### src/lla_pkg.sv
// Shared constants and types for the life-like automaton line stream core.
package lla_pkg;

  localparam int unsigned MAX_WIDTH  = 1024;
  localparam int unsigned MAX_HEIGHT = 1024;

  localparam int unsigned CFG_DIM_W  = 11;
  localparam int unsigned RULE_W     = 4;
  localparam int unsigned CFG_DATA_W = 11;
  localparam int unsigned CFG_IDX_W  = 3;
  localparam int unsigned OUT_POS_W  = 10;
  localparam int unsigned ROW_W      = CFG_DIM_W;
  localparam int unsigned COL_W      = $clog2(MAX_WIDTH);
  localparam int unsigned CNT_W      = 4;

  localparam int unsigned FIFO_DEPTH = 4;
  localparam int unsigned FIFO_PTR_W = $clog2(FIFO_DEPTH);
  localparam int unsigned FIFO_CNT_W = FIFO_PTR_W + 1;

  localparam logic [CFG_DIM_W-1:0] RST_GRID_WIDTH  = CFG_DIM_W'(64);
  localparam logic [CFG_DIM_W-1:0] RST_GRID_HEIGHT = CFG_DIM_W'(64);
  localparam logic [RULE_W-1:0]    RST_BIRTH_MIN   = RULE_W'(3);
  localparam logic [RULE_W-1:0]    RST_BIRTH_MAX   = RULE_W'(3);
  localparam logic [RULE_W-1:0]    RST_SURVIVE_MIN = RULE_W'(2);
  localparam logic [RULE_W-1:0]    RST_SURVIVE_MAX = RULE_W'(3);

  localparam logic MODE_CELL  = 1'b0;
  localparam logic MODE_FLUSH = 1'b1;

  typedef enum logic [CFG_IDX_W-1:0] {
    REG_GRID_WIDTH  = 3'd0,
    REG_GRID_HEIGHT = 3'd1,
    REG_BIRTH_MIN   = 3'd2,
    REG_BIRTH_MAX   = 3'd3,
    REG_SURVIVE_MIN = 3'd4,
    REG_SURVIVE_MAX = 3'd5
  } cfg_idx_e;

  typedef struct packed {
    logic                 upper;
    logic                 middle;
  } line_pair_t;

  typedef struct packed {
    logic [COL_W-1:0]     col;
    logic                 cur_alive;
    logic                 row_ge1;
    logic                 row_ge2;
    logic                 col_zero;
    logic                 emit;
    logic                 last;
    logic [OUT_POS_W-1:0] out_row;
    logic [OUT_POS_W-1:0] out_col;
  } stage_t;

  typedef struct packed {
    logic                 next_alive;
    logic [OUT_POS_W-1:0] row;
    logic [OUT_POS_W-1:0] col;
    logic                 last;
  } result_t;

endpackage

### src/life_like_automaton_line_stream_core.sv
// One generation of a life-like cellular automaton over a raster cell stream.
//
// Input channel (in_valid_i/in_ready_o): one item per transfer, mode_i selects a
// current-generation cell or a flush tick. Cells arrive in raster order; after the
// grid, grid_width+1 flush ticks drain the window.
// Output channel (out_valid_o/out_ready_i): next-generation cell with its row and
// column, last_of_generation_o marks the final cell. Results trail the input by one
// row plus one cell.
// Configuration: cfg_we_i writes cfg_data_i to register cfg_idx_i (grid width,
// grid height, birth min/max, survive min/max); write only while the block is idle.
// A geometry write restarts the generation.
// Throughput: one item per cycle while the result queue has room. The line buffer
// is read at the transfer and the result queued at the next edge.
// The two line buffers share one synchronous memory of MAX_WIDTH two-bit entries,
// read at transfer and written back in the cycle after, with forwarding for width one.
// A four-entry result queue lets input keep flowing while the receiver stalls;
// input stalls only when the queue and the stage in flight fill it.
// Reset restores the register defaults and empties the pipeline; the line buffers
// need no clearing, since rows not yet seen in a generation are masked as dead.
module life_like_automaton_line_stream_core
  import lla_pkg::*;
(
  input  logic                  clk_i,
  input  logic                  rst_ni,
  input  logic                  cfg_we_i,
  input  logic [CFG_IDX_W-1:0]  cfg_idx_i,
  input  logic [CFG_DATA_W-1:0] cfg_data_i,
  input  logic                  in_valid_i,
  output logic                  in_ready_o,
  input  logic                  mode_i,
  input  logic                  cell_alive_i,
  output logic                  out_valid_o,
  input  logic                  out_ready_i,
  output logic                  next_alive_o,
  output logic [OUT_POS_W-1:0]  out_row_o,
  output logic [OUT_POS_W-1:0]  out_col_o,
  output logic                  last_of_generation_o
);

  localparam logic [CFG_DIM_W-1:0] MaxWDim = CFG_DIM_W'(MAX_WIDTH);
  localparam logic [CFG_DIM_W-1:0] MaxHDim = CFG_DIM_W'(MAX_HEIGHT);

  logic [CFG_DIM_W-1:0] grid_width_q, grid_height_q;
  logic [RULE_W-1:0]    birth_min_q, birth_max_q, survive_min_q, survive_max_q;
  logic                 geom_wr;

  logic [COL_W-1:0]     in_col_q, in_col_d;
  logic [ROW_W-1:0]     in_row_q, in_row_d;
  logic [CFG_DIM_W-1:0] dim_w, dim_h, col_ext, col_inc, pos_c;
  logic [ROW_W-1:0]     pos_r;
  logic                 in_fire;
  stage_t               s0;

  stage_t               s1_q;
  logic                 s1_valid_q;

  line_pair_t           line_mem [MAX_WIDTH];
  line_pair_t           rd_data_q, fwd_data_q, rd_eff, wr_data;
  logic                 fwd_q;

  logic [8:0]           window_q, window_d, win;
  logic [2:0]           triple;
  logic                 top_m, mid_m;
  logic [CNT_W-1:0]     n_live;
  logic                 next_alive;

  result_t              fifo_q [FIFO_DEPTH];
  result_t              push_data, head;
  logic [FIFO_PTR_W-1:0] wr_ptr_q, rd_ptr_q;
  logic [FIFO_CNT_W-1:0] cnt_q;
  logic                 push, pop;

  // Configuration registers
  assign geom_wr = cfg_we_i && ((cfg_idx_i == REG_GRID_WIDTH) ||
                                (cfg_idx_i == REG_GRID_HEIGHT));

  always_ff @(posedge clk_i or negedge rst_ni) begin
    if (!rst_ni) begin
      grid_width_q  <= RST_GRID_WIDTH;
      grid_height_q <= RST_GRID_HEIGHT;
      birth_min_q   <= RST_BIRTH_MIN;
      birth_max_q   <= RST_BIRTH_MAX;
      survive_min_q <= RST_SURVIVE_MIN;
      survive_max_q <= RST_SURVIVE_MAX;
    end else if (cfg_we_i) begin
      unique case (cfg_idx_i)
        REG_GRID_WIDTH:  grid_width_q  <= cfg_data_i;
        REG_GRID_HEIGHT: grid_height_q <= cfg_data_i;
        REG_BIRTH_MIN:   birth_min_q   <= cfg_data_i[RULE_W-1:0];
        REG_BIRTH_MAX:   birth_max_q   <= cfg_data_i[RULE_W-1:0];
        REG_SURVIVE_MIN: survive_min_q <= cfg_data_i[RULE_W-1:0];
        REG_SURVIVE_MAX: survive_max_q <= cfg_data_i[RULE_W-1:0];
        default: ;
      endcase
    end
  end

  // Position tracking and result coordinates at transfer
  assign in_ready_o = (FIFO_CNT_W'(cnt_q) + FIFO_CNT_W'(s1_valid_q)) <
                      FIFO_CNT_W'(FIFO_DEPTH);
  assign in_fire = in_valid_i && in_ready_o;

  always_comb begin
    if (grid_width_q == '0) begin
      dim_w = CFG_DIM_W'(1);
    end else if (grid_width_q > MaxWDim) begin
      dim_w = MaxWDim;
    end else begin
      dim_w = grid_width_q;
    end
    if (grid_height_q == '0) begin
      dim_h = CFG_DIM_W'(1);
    end else if (grid_height_q > MaxHDim) begin
      dim_h = MaxHDim;
    end else begin
      dim_h = grid_height_q;
    end

    col_ext      = CFG_DIM_W'(in_col_q);
    s0.col       = in_col_q;
    s0.cur_alive = (mode_i == MODE_CELL) && (in_row_q < dim_h) && cell_alive_i;
    s0.row_ge1   = in_row_q >= ROW_W'(1);
    s0.row_ge2   = in_row_q >= ROW_W'(2);
    s0.col_zero  = in_col_q == '0;
    if (s0.col_zero) begin
      s0.emit = s0.row_ge2;
      pos_r   = in_row_q - ROW_W'(2);
      pos_c   = dim_w - CFG_DIM_W'(1);
    end else begin
      s0.emit = s0.row_ge1;
      pos_r   = in_row_q - ROW_W'(1);
      pos_c   = col_ext - CFG_DIM_W'(1);
    end
    s0.last    = s0.emit && (pos_r == (dim_h - CFG_DIM_W'(1))) &&
                 (pos_c == (dim_w - CFG_DIM_W'(1)));
    s0.out_row = pos_r[OUT_POS_W-1:0];
    s0.out_col = pos_c[OUT_POS_W-1:0];

    col_inc = col_ext + CFG_DIM_W'(1);
    if (s0.last) begin
      in_col_d = '0;
      in_row_d = '0;
    end else if (col_inc >= dim_w) begin
      in_col_d = '0;
      in_row_d = in_row_q + ROW_W'(1);
    end else begin
      in_col_d = col_inc[COL_W-1:0];
      in_row_d = in_row_q;
    end
  end

  always_ff @(posedge clk_i or negedge rst_ni) begin
    if (!rst_ni) begin
      in_col_q   <= '0;
      in_row_q   <= '0;
      s1_valid_q <= 1'b0;
      fwd_q      <= 1'b0;
    end else begin
      if (geom_wr) begin
        in_col_q <= '0;
        in_row_q <= '0;
      end else if (in_fire) begin
        in_col_q <= in_col_d;
        in_row_q <= in_row_d;
      end
      s1_valid_q <= in_fire;
      if (in_fire) begin
        fwd_q <= s1_valid_q && (s1_q.col == in_col_q);
      end
    end
  end

  always_ff @(posedge clk_i) begin
    if (in_fire) begin
      s1_q <= s0;
    end
  end

  // Line buffer memory: read at transfer, write back in the following cycle
  always_ff @(posedge clk_i) begin
    if (in_fire) begin
      rd_data_q  <= line_mem[in_col_q];
      fwd_data_q <= wr_data;
    end
    if (s1_valid_q) begin
      line_mem[s1_q.col] <= wr_data;
    end
  end

  assign rd_eff         = fwd_q ? fwd_data_q : rd_data_q;
  assign wr_data.upper  = rd_eff.middle;
  assign wr_data.middle = s1_q.cur_alive;

  // Window update and rule evaluation
  always_comb begin
    top_m  = s1_q.row_ge2 && rd_eff.upper;
    mid_m  = s1_q.row_ge1 && rd_eff.middle;
    triple = {s1_q.cur_alive, mid_m, top_m};
    if (s1_q.col_zero) begin
      win      = {3'b000, window_q[8:3]};
      window_d = {triple, 6'b000000};
    end else begin
      win      = {triple, window_q[8:3]};
      window_d = win;
    end
    if (s1_q.last) begin
      window_d = '0;
    end

    n_live = '0;
    for (int i = 0; i < 9; i++) begin
      if (i != 4) begin
        n_live = n_live + CNT_W'(win[i]);
      end
    end
    if (win[4]) begin
      next_alive = (n_live >= survive_min_q) && (n_live <= survive_max_q);
    end else begin
      next_alive = (n_live >= birth_min_q) && (n_live <= birth_max_q);
    end
  end

  always_ff @(posedge clk_i or negedge rst_ni) begin
    if (!rst_ni) begin
      window_q <= '0;
    end else if (geom_wr) begin
      window_q <= '0;
    end else if (s1_valid_q) begin
      window_q <= window_d;
    end
  end

  // Result queue
  assign push_data.next_alive = next_alive;
  assign push_data.row        = s1_q.out_row;
  assign push_data.col        = s1_q.out_col;
  assign push_data.last       = s1_q.last;

  assign push = s1_valid_q && s1_q.emit;
  assign pop  = out_valid_o && out_ready_i;

  always_ff @(posedge clk_i or negedge rst_ni) begin
    if (!rst_ni) begin
      wr_ptr_q <= '0;
      rd_ptr_q <= '0;
      cnt_q    <= '0;
    end else begin
      if (push) begin
        wr_ptr_q <= wr_ptr_q + FIFO_PTR_W'(1);
      end
      if (pop) begin
        rd_ptr_q <= rd_ptr_q + FIFO_PTR_W'(1);
      end
      cnt_q <= cnt_q + FIFO_CNT_W'(push) - FIFO_CNT_W'(pop);
    end
  end

  always_ff @(posedge clk_i) begin
    if (push) begin
      fifo_q[wr_ptr_q] <= push_data;
    end
  end

  assign head                 = fifo_q[rd_ptr_q];
  assign out_valid_o          = cnt_q != '0;
  assign next_alive_o         = head.next_alive;
  assign out_row_o            = head.row;
  assign out_col_o            = head.col;
  assign last_of_generation_o = head.last;

endmodule
### config.mk
export PLATFORM = sky130hd
export DESIGN_NAME = life_like_automaton_line_stream_core
export DESIGN_NICKNAME = d
export VERILOG_FILES = /design/src/lla_pkg.sv /design/src/life_like_automaton_line_stream_core.sv
export SDC_FILE = /design/constraint.sdc
export NUM_CORES = 2
export LEC_CHECK = 0
export ABC_AREA = 1
export BUFFER_PORTS_ARGS = -buffer_cell sky130_fd_sc_hd__clkbuf_2
export CORE_MARGIN = 4
export CORE_UTILIZATION = 54
export CTS_BUF_LIST = sky130_fd_sc_hd__clkbuf_4 sky130_fd_sc_hd__clkbuf_8
export DETAILED_ROUTE_END_ITERATION = 7
export PLACE_DENSITY_LB_ADDON = 0.08
export SKIP_LAST_GASP = 1
export SYNTH_ARGS = -nofsm -noshare
export SYNTH_HDL_FRONTEND = slang
export SYNTH_SLANG_ARGS = --single-unit
### constraint.sdc
create_clock -name clk_i -period 49.2 [get_ports clk_i]
set_clock_uncertainty 0.1 [all_clocks]
set_input_delay 14.76 -clock clk_i [delete_from_list [all_inputs] [get_ports clk_i]]
set_output_delay 14.76 -clock clk_i [all_outputs]
set_load 0.01 [all_outputs]
==> flow_summary_export.csv <==
group,metric,value,unit
clocking,htreeDepth,5,
placed_design,place_ws,31.61,ns
power_and_ir_drop,p_sw,0.00241,W
detailed_routing,wl_per_cell,26.5,um
power_and_ir_drop,seq_power_share,40.0,%
layout,final_cell_mix,"edfxtp_1, nor2_1, o21ai_0, nand2_1, clkbuf_8",
worst_setup_path,worst_ep_arrival_time,3.19,ns
clocking,postCtsSetupRepairBufs,0,
floorplanning,dieArea,0.184,mm2
clocking,cts-root-buf,"clkbuf_8",
placed_design,portBuffers,44,
power_and_ir_drop,p_per_area,58.7,mW/mm2
clocking,clkTransAtPathRegs,0.06,ns
layout,final_area,0.105,mm2
sta,setup_viol,0,
floorplanning,pin_count,45,
clocking,cts_buffers,376,
worst_setup_path,r2r_end,"rd_data_q[0]",
global_route,antenna_found_initial,9,
placed_design,placed_cell_area,0.0977,mm2
sta,final.min_clock_period,18.05,ns
floorplanning,core,0.176,mm2
logic_synthesis,ys.flop_type,"edfxtp_1",
logic_synthesis,ys_seq_area_share,70.3,%
logic_synthesis,avgSynthCellArea,11.4,um2
power_and_ir_drop,vdd_ir_drop_max,0.0620,mV
worst_setup_path,end_kind,"output pin",
layout,drive_gt1_share,9.69,%
power_and_ir_drop,power.internal,0.00373,W
global_route,track_usage,30.9,%
logic_synthesis,synth-async-reset-ratio,3.29,%
global_route,grt-ovfl-total,0,
outcome,status,"complete, no violations",
detailed_routing,drcViolationCount,0,
global_route,grt_first_pass_wirelength,426,mm
clocking,insertion_delay,1.10,ns
min_path,hold-path-endpoint,"survive_max_q[2]",
sta,min_period_over_period,36.7,%
sta,tightestPinTransition,1.31,ns
global_route,grt_pass1_vias,65926,
worst_setup_path,startpoint,"rd_ptr_q[0]",
floorplanning,die_w,429,um
logic_synthesis,ys_ff_latch,2250,
clocking,post_cts_resized,0,
detailed_routing,num_vias,67884,
layout,syn2layout_area_growth,9.50,%
clocking,postCtsHoldBufs,0,
placed_design,gp_congestion,0.882,
sta,timing.final.ws_setup,31.15,ns
sta,max_freq,55.4,MHz
power_and_ir_drop,power_frac_comb,34.3,%
power_and_ir_drop,swShare,39.3,%
clocking,clockBufferDepth,4,
logic_synthesis,synth_area,0.0955,mm2
sta,drv_slew,0,
floorplanning,die_h,429,um
detailed_routing,ant_nets,0,
worst_setup_path,r2r_cells,16,
clocking,clock_sink_count,2250,
layout,register_area,0.0672,mm2
layout,multi_input_area,0.0252,mm2
detailed_routing,wirelength,289,mm
sta,slew_headroom,12.6,%
layout,nets,8381,
power_and_ir_drop,p_leak,34.1,nW
logic_synthesis,synth_nets,8467,
layout,num-fill-cells,14616,
detailed_routing,drt_iter0_drc,8658,
floorplanning,num_rows,154,
flow_run,cap_violations,0,
floorplanning,start_util,54.2,%
placed_design,hpwl,155,mm
global_route,grt_max_degree,235,
detailed_routing,routed_via_density,6.22,
logic_synthesis,yosysUniqueCellTypes,48,
sta,rsz0062_at_grt,"no",
sta,finalHoldViolCount,0,
detailed_routing,drt-pass1-iter-count,6,
worst_setup_path,critical_path_required,34.34,ns
min_path,hold_class,"reg -> reg",
sta,finalSetupTns,0,ns
layout,mostFrequentLayoutCell,"edfxtp_1",
logic_synthesis,yosysWarnings,0,
layout,post-route-util,59.4,%
min_path,min_delay_path_depth,2,
logic_synthesis,synth_edf_count,2176,
worst_setup_path,cp-start-kind,"flop",
clocking,cts_tree,"done",
power_and_ir_drop,clock_power_share,25.7,%
worst_setup_path,path_max_fanout,46,
worst_setup_path,r2r_start,"in_col_q[0]",
min_path,hp-start,"survive_max_q[2]",
worst_setup_path,critical_path_class,"reg -> out",
worst_setup_path,r2r_setup_slack,42.48,ns
logic_synthesis,syn_inst,8384,
## stage by stage
step	std cells	total power (W)	hold WS [ns]
detailed placement	10260	0.00457	0.382
global route	10911	0.00643	0.426
floorplan	8384	0.00402	0.320
finish	10912	0.00614	0.394
global placement	10260	0.00455	0.376
CTS	10909	0.00613	0.395
## cells by family (layout without fill, tap and decap cells)
| group | after synthesis | count (layout) | share of synthesized area (%) |
|---|---|---|---|
| flops | 2250 | 2250 | 70.3 |
| buf+inv | 864 | 1049 | 3.45 |
| simple gates | 3362 | 3362 | 13.9 |
| other cells | 0 | 3 | 0 |
| compound gates | 1805 | 1805 | 11.1 |
| fa+ha+maj | 62 | 62 | 0.851 |
| xor+xnor | 41 | 41 | 0.376 |
## cell type report
| type | instances | share of cell area (%) |
|---|---|---|
| multi-input combinational | 5270 | 24.1 |
| sequential | 2250 | 64.3 |
| inverter | 207 | 0.762 |
| tap | 2340 | 2.80 |
| antenna | 3 | 0.00718 |
| clock inverter | 155 | 0.783 |
| clock buffer | 494 | 5.85 |
| timing repair buffer | 193 | 1.44 |
## cell usage after synthesis (2+ instances only)
| cell | instances | share of area [%] |
|---|---|---|
| nor2_1 | 2153 | 8.5 |
| buf_6 | 4 | 0.047 |
| o41ai_1 | 4 | 0.037 |
| a31oi_1 | 18 | 0.12 |
| nand4_1 | 53 | 0.35 |
| nand2_2 | 2 | 0.013 |
| or2_2 | 2 | 0.013 |
| inv_1 | 197 | 0.77 |
| dfrtp_1 | 65 | 1.7 |
| o22ai_1 | 314 | 2.1 |
| clkbuf_1 | 584 | 2.3 |
| nand2_1 | 771 | 3.0 |
| xor2_1 | 35 | 0.32 |
| buf_1 | 50 | 0.20 |
| o21ai_2 | 12 | 0.11 |
| nor3_1 | 32 | 0.17 |
| o21bai_1 | 2 | 0.016 |
| nand3b_1 | 6 | 0.047 |
| a221oi_1 | 23 | 0.21 |
| dfstp_2 | 9 | 0.25 |
| xnor2_1 | 6 | 0.055 |
| o221ai_1 | 183 | 1.7 |
| and2_1 | 2 | 0.013 |
| clkinv_1 | 4 | 0.016 |
| edfxtp_1 | 2176 | 68 |
| buf_2 | 19 | 0.10 |
| a32o_1 | 4 | 0.042 |
| nor2_4 | 3 | 0.035 |
| a21oi_1 | 69 | 0.36 |
| nor4_1 | 2 | 0.013 |
| ha_1 | 57 | 0.75 |
| nand3_1 | 331 | 1.7 |
| o2111ai_1 | 2 | 0.018 |
| a22o_1 | 2 | 0.018 |
| o21ai_0 | 1074 | 5.6 |
| nor2_2 | 2 | 0.013 |
| fa_1 | 5 | 0.10 |
| and3_1 | 2 | 0.013 |
| o211ai_1 | 91 | 0.72 |
| inv_2 | 6 | 0.024 |
## how the worst max path moves through the flow
stage          cells after the start  slack, ns                    to
3_3_place_gp                      10      31.70           in_row_q[7]
6_report                           6      31.15  last_of_generation_o
3_5_place_dp                      10      31.61           in_row_q[8]
4_1_cts                            6      31.05  last_of_generation_o
2_1_floorplan                     15      31.87         fifo_q[0][21]
5_1_grt                            6      30.92          out_row_o[4]
## registers in the layout (all words and copies together), names as in the netlist
| name | cells |
|---|---|
| survive_max_q | 4 |
| grid_height_q | 11 |
| push_data | 21 |
| fwd_data_q | 2 |
| window_q | 6 |
| rd_ptr_q | 2 |
| fifo_q | 88 |
| s1_valid_q | 1 |
| grid_width_q | 11 |
| s1_q | 15 |
| rd_data_q | 2 |
| wr_ptr_q | 2 |
| line_mem | 2048 |
| birth_max_q | 4 |
| cnt_q | 3 |
| in_row_q | 11 |
| fwd_q | 1 |
| in_col_q | 10 |
| survive_min_q | 4 |
| birth_min_q | 4 |
## power groups by stage
stage | clock network, W | logic (W) | registers (W)
floorplan | 0 | 0.00129 | 0.00274
global placement | 0 | 0.00206 | 0.00249
detailed placement | 0 | 0.00207 | 0.00249
CTS | 0.00159 | 0.00208 | 0.00245
global route | 0.00169 | 0.00229 | 0.00246
finish | 0.00158 | 0.00211 | 0.00246
## routing by layer
metal | GRT usage, % | part of all wire, % | up-vias
met4 | 14.4 | 5.1 | 2
met3 | 6.53 | 10 | 719
met1 | 41.9 | 39 | 33737
met2 | 48.3 | 46 | 3435
li1 | - | - | 29991
met5 | 0 | 0.0059 | -
## worst max-delay path: stages (launching register included)
cell and delay (ns):
dfrtp_1 0.32, buf_4 0.39, clkinv_1 0.55, buf_4 0.41
o21ai_0 0.20, o22ai_1 0.12, clkbuf_2 0.14
Note: power is estimated with default switching activity, not from simulation.
